`config.mk`:
```
export PLATFORM = sky130hd
export DESIGN_NAME = pimc_front
export DESIGN_NICKNAME = d
export VERILOG_FILES = /design/src/hdl/pimc_pkg.sv /design/src/hdl/pimc_front.sv
export SDC_FILE = /design/constraint.sdc
export NUM_CORES = 1
export LEC_CHECK = 0
export ABC_AREA = 1
export BUFFER_PORTS_ARGS = -buffer_cell sky130_fd_sc_hd__buf_2
export CAP_MARGIN = 20
export CORE_MARGIN = 2
export CORE_UTILIZATION = 55
export CTS_BUF_LIST = sky130_fd_sc_hd__clkbuf_4 sky130_fd_sc_hd__clkbuf_8
export DETAILED_ROUTE_END_ITERATION = 8
export GPL_ROUTABILITY_DRIVEN = 0
export PLACE_DENSITY = 0.78
export SLEW_MARGIN = 20
export SYNTH_ARGS = -nofsm -noshare
export SYNTH_HDL_FRONTEND = slang
export SYNTH_SLANG_ARGS = --single-unit
```
`constraint.sdc`:
```
create_clock -name clk_i -period 7.2 [get_ports clk_i]
set_input_delay 1.44 -clock clk_i [delete_from_list [all_inputs] [get_ports clk_i]]
set_output_delay 1.44 -clock clk_i [all_outputs]
set_load 0.01 [all_outputs]
```
`src/hdl/pimc_pkg.sv`:
```
`default_nettype none
// ----------------------------------------------------------------------------
// pimc_pkg
// Shared types and constants of the proposal IoU match / classify core.
// ----------------------------------------------------------------------------
package pimc_pkg;

  localparam int unsigned MAX_BOXES_DEF = 64;

  localparam int unsigned COORD_W = 16;
  localparam int unsigned AREA_W  = 32;
  localparam int unsigned CLASS_W = 12;
  localparam int unsigned IOU_W   = 17;
  localparam int unsigned MIDX_W  = 6;
  localparam int unsigned PAREA_W = 36;   // signed proposal area, Q27.8
  localparam int unsigned INTER_W = 34;   // intersection, Q26.8
  localparam int unsigned DIV_W   = 35;   // divider operand width
  localparam int unsigned QUO_W   = 16;

  localparam int unsigned IN_DATA_W  = 112;
  localparam int unsigned IN_USER_W  = 2;
  localparam int unsigned OUT_DATA_W = 40;

  localparam int unsigned Q_DEPTH = 2;
  localparam int unsigned Q_AW    = 1;

  localparam logic [COORD_W-1:0] ONE_PIXEL = 16'd16;
  localparam logic [IOU_W-1:0]   IOU_ONE   = 17'd65536;

  typedef enum logic [1:0] {
    OP_CLEAR  = 2'd0,
    OP_APPEND = 2'd1,
    OP_CLASS  = 2'd2,
    OP_NONE   = 2'd3
  } op_e;

  localparam logic [1:0] CFG_FG     = 2'd0;
  localparam logic [1:0] CFG_BG_HI  = 2'd1;
  localparam logic [1:0] CFG_BG_LO  = 2'd2;

  typedef struct packed {
    logic [1:0]              op;
    logic [COORD_W-1:0]      x1;
    logic [COORD_W-1:0]      y1;
    logic [COORD_W-1:0]      x2;
    logic [COORD_W-1:0]      y2;
    logic [AREA_W-1:0]       area;
    logic [CLASS_W-1:0]      cls;
    logic signed [PAREA_W-1:0] parea;
  } cmd_t;

  typedef struct packed {
    logic [IOU_W-1:0] fg;
    logic [IOU_W-1:0] bg_hi;
    logic [IOU_W-1:0] bg_lo;
  } thr_t;

endpackage
`default_nettype wire

```
`src/hdl/pimc_front.sv`:
```
`default_nettype none
// ----------------------------------------------------------------------------
// pimc_front
// Accepts input transactions, computes proposal area, queues commands.
// ----------------------------------------------------------------------------
module pimc_front (
  input  wire logic                             clk_i,
  input  wire logic                             rst_ni,
  input  wire logic                             s_valid_i,
  output logic                                  s_ready_o,
  input  wire logic [pimc_pkg::IN_DATA_W-1:0]   s_data_i,
  input  wire logic [pimc_pkg::IN_USER_W-1:0]   s_user_i,
  output logic                                  cmd_valid_o,
  input  wire logic                             cmd_ready_i,
  output pimc_pkg::cmd_t                        cmd_o
);
  import pimc_pkg::*;

  cmd_t              q_mem [Q_DEPTH];
  logic [Q_AW-1:0]   wr_ptr_q, wr_ptr_d, rd_ptr_q, rd_ptr_d;
  logic [Q_AW:0]     cnt_q, cnt_d;
  logic              push, pop;
  cmd_t              new_cmd;
  logic signed [17:0] dx, dy;
  logic signed [PAREA_W-1:0] parea;

  always_comb begin
    new_cmd.op   = s_user_i[1:0];
    new_cmd.x1   = s_data_i[15:0];
    new_cmd.y1   = s_data_i[31:16];
    new_cmd.x2   = s_data_i[47:32];
    new_cmd.y2   = s_data_i[63:48];
    new_cmd.area = s_data_i[95:64];
    new_cmd.cls  = s_data_i[107:96];
    dx = $signed({2'b0, new_cmd.x2}) - $signed({2'b0, new_cmd.x1})
       + $signed({2'b0, ONE_PIXEL});
    dy = $signed({2'b0, new_cmd.y2}) - $signed({2'b0, new_cmd.y1})
       + $signed({2'b0, ONE_PIXEL});
    parea = PAREA_W'(dx * dy);
    new_cmd.parea = parea;
  end

  assign s_ready_o   = (cnt_q != (Q_AW+1)'(Q_DEPTH));
  assign cmd_valid_o = (cnt_q != '0);
  assign cmd_o       = q_mem[rd_ptr_q];
  assign push        = s_valid_i && s_ready_o;
  assign pop         = cmd_valid_o && cmd_ready_i;

  always_comb begin
    wr_ptr_d = push ? wr_ptr_q + Q_AW'(1) : wr_ptr_q;
    rd_ptr_d = pop  ? rd_ptr_q + Q_AW'(1) : rd_ptr_q;
    cnt_d    = cnt_q;
    if (push && !pop) begin
      cnt_d = cnt_q + (Q_AW+1)'(1);
    end else if (pop && !push) begin
      cnt_d = cnt_q - (Q_AW+1)'(1);
    end
  end

  always_ff @(posedge clk_i or negedge rst_ni) begin
    if (!rst_ni) begin
      wr_ptr_q <= '0;
      rd_ptr_q <= '0;
      cnt_q    <= '0;
    end else begin
      wr_ptr_q <= wr_ptr_d;
      rd_ptr_q <= rd_ptr_d;
      cnt_q    <= cnt_d;
    end
  end

  always_ff @(posedge clk_i) begin
    if (push) begin
      q_mem[wr_ptr_q] <= new_cmd;
    end
  end

endmodule
`default_nettype wire

```
==> impl_metrics.tcl <==
set metrics [dict create \
    synth_edf_count 292 \
    yosysWarningCount 0 \
    arrival_ps 8760 \
    holdBufCountCts 0 \
    yosys.area.top_type "edfxtp_1" \
    finalClockSkew_ps 23.5 \
    synthesis.area_sq_mm 0.0259 \
    grt_pass1_vias 23648 \
    dpl_cell_area_sq_mm 0.0312 \
    final_cell_area_sq_mm 0.0354 \
    fin_crit_sh_pct 116 \
    ys_top_cells_by_area "edfxtp_1 34%, fa_1 26%, nand2_1 14%" \
    root_buffer "clkbuf_8" \
    nFillCells 2598 \
    cts_buffer_depth 3 \
    violations "setup timing" \
    clkLatencyLatePin_ps 640 \
    end_kind "register" \
    clk_pin_slew_worst_paths_ps 60 \
    vias 23934 \
    hpwlAfterDp_mm 51.9 \
    wl_mm 87.0 \
    cts_sinks 296 \
    avgSynthCellArea_sq_um 9.01 \
    yosysMostFrequentCell "nand2_1" \
    synthArstFlopShare_pct 1.35 \
    syn_inst 2876 \
    io_pins 266 \
    post_drt_via_cell_ratio 5.65 \
    final_nets 4170 \
    required_ps 7600 \
    grt_max_degree 75 \
    cts_tree "yes" \
    port_buffers 261 \
    status "finished with violations" \
    relSlewSlack_pct 30.9 \
    synthesis.nets 3454 \
    ys_ff_latch 296 \
    synth_top_area_share_pct 33.8 \
    dr.pass1.iters 6 \
    drt_iter0_markers 2879 \
    drive_above_1_share_pct 39.1 \
    wl_per_cell_microns 20.6 \
    crit_path_top_delay_cell "fa_1" \
    ys_types 46 \
    crit_fanout 5 \
    maxCapViolCount 0 \
    min_path_cells 1 \
    tightest_slew_ps 1040 \
    finalHoldViolCount 0 \
    ant_nets 0 \
    timing.fmax_ghz 0.120 \
    period_needed_ps 8360 \
    htree_levels 2 \
    ys_seq_area_share_pct 34.2 \
    hold_path_class "reg2reg" \
    ys.flop_type "edfxtp_1" \
    setup_viol 50 \
    finalWorstSetupSlack_ps -1160 \
    crit_top_cell "fa_1" \
    grt_setup_unrepaired "true" \
    drc_errors 0 \
    path_class "in2reg" \
    drv_slew 0 \
    antenna_found_initial 1 \
    cpPeakStageDelay_ps 650 \
    start_util_pct 55.6 \
    die-area_sq_mm 0.0489 \
    reg2reg_depth 5 \
    overflow 0 \
    grt_usage_pct 29.0 \
    cp-start-kind "input port" \
    grt_pass1_wl_mm 114 \
    die_w_microns 221 \
    syn_to_final_growth_pct 36.8 \
    synth_common_cells "944 x nand2_1, 606 x inv_1, 331 x fa_1" \
    num_rows 79 \
    placeableCoreArea_sq_mm 0.0466 \
    dieHeight_microns 221 \
    cts-buffers-inserted 47 \
]
layout by cell type, fill, tap and decap left out, types with 16 or more instances in the layout:
master	Yosys	layout
a21oi_2	0	16
a21oi_4	0	18
buf_2	4	255
buf_4	6	409
buf_6	11	57
clkbuf_8	1	51
edfxtp_1	292	292
fa_1	331	302
fa_2	0	29
ha_1	129	78
ha_4	0	48
inv_1	606	498
inv_2	11	92
inv_4	0	17
nand2_1	944	780
nand2_2	17	136
nand2_4	0	42
nand3_1	69	37
nand3_2	1	23
nand4_1	22	22
nor2_1	202	125
nor2_2	6	47
nor2_4	1	37
xnor2_1	16	16
critical path: cells and delay by family:
family          cells  cell delay, ps
xor+xnor            1             330
fa+ha+maj           8            3980
compound gates      3             470
buf+inv             8             850
simple gates       13            1680
state kept, by name (all words and copies together) (netlist names):
signal / flops
cnt_q: 2
wr_ptr_q: 1
q_mem: 292
rd_ptr_q: 1
final timing paths:
path / to / start / slack, ps
min reg2reg: cnt_q[0] / cnt_q[0] / 510
min: cnt_q[0] / cnt_q[0] / 510
min in group asynchronous: cnt_q[0] / rst_ni / 610
max in group asynchronous: rd_ptr_q / rst_ni / 6450
max: q_mem[0][25] / s_data_i[1] / -1160
max reg2reg: q_mem[0][34] / cnt_q[0] / 4730
cell families after synthesis:
kind of cell             share of synthesized area (%)
AO/OA/AOI/OAI                                     2.09
buffers and inverters                             10.4
adder cells (fa/ha/maj)                           31.8
flip-flops                                        34.2
XOR/XNOR                                          1.68
AND/OR/NAND/NOR                                   19.8
metrics by stage:
| stage | utilization [%] | setup WS (ps) | hold slack, ps | setup TNS, ps | std cells |
|---|---|---|---|---|---|
| final | 76.1 | -1160 | 509 | -41380 | 4235 |
| after global routing | 76.1 | -1290 | 524 | -47990 | 4234 |
| after CTS | 72.2 | -446 | 508 | -14170 | 4171 |
| after detailed placement | 66.9 | -1430 | 495 | -61090 | 4041 |
| after global placement | 66.9 | -1240 | 460 | -53230 | 4041 |
| after floorplan | - | -689 | 446 | -22080 | 2876 |
cell type report:
cell class                 instances  area, sq um  share of cell area, %
clock buffer                      65          807                   2.28
antenna                            1         2.50                0.00706
inverter                         618         2430                   6.86
tap                              607          759                   2.14
multi-input combinational       1892        17100                   48.2
timing repair buffer             737         5310                   15.0
sequential                       296         8870                   25.0
clock inverter                    19          170                  0.480
repair_timing:
item | 4_1_cts | 5_1_grt
gates resized for setup | 278 | 383
pin swaps | 149 | 219
cloned | 1 | 1
endpoints found under the setup margin | 48 | 52
buffers inserted | 48 | 63
layer usage:
| layer | GRT usage [%] | part of all wire, % | vias up | routed length [microns] |
|---|---|---|---|---|
| met5 | 0 | 0.0092 | - | 8 |
| met4 | 14.2 | 8.6 | 2 | 7490 |
| met3 | 5.66 | 11 | 727 | 9320 |
| met2 | 51.9 | 48 | 1679 | 41900 |
| met1 | 33.3 | 33 | 11412 | 28400 |
| li1 | - | - | 10114 | - |
Power is not shown: default switching activity piles up to over one toggle a cycle in this logic, so the estimate is an artifact.
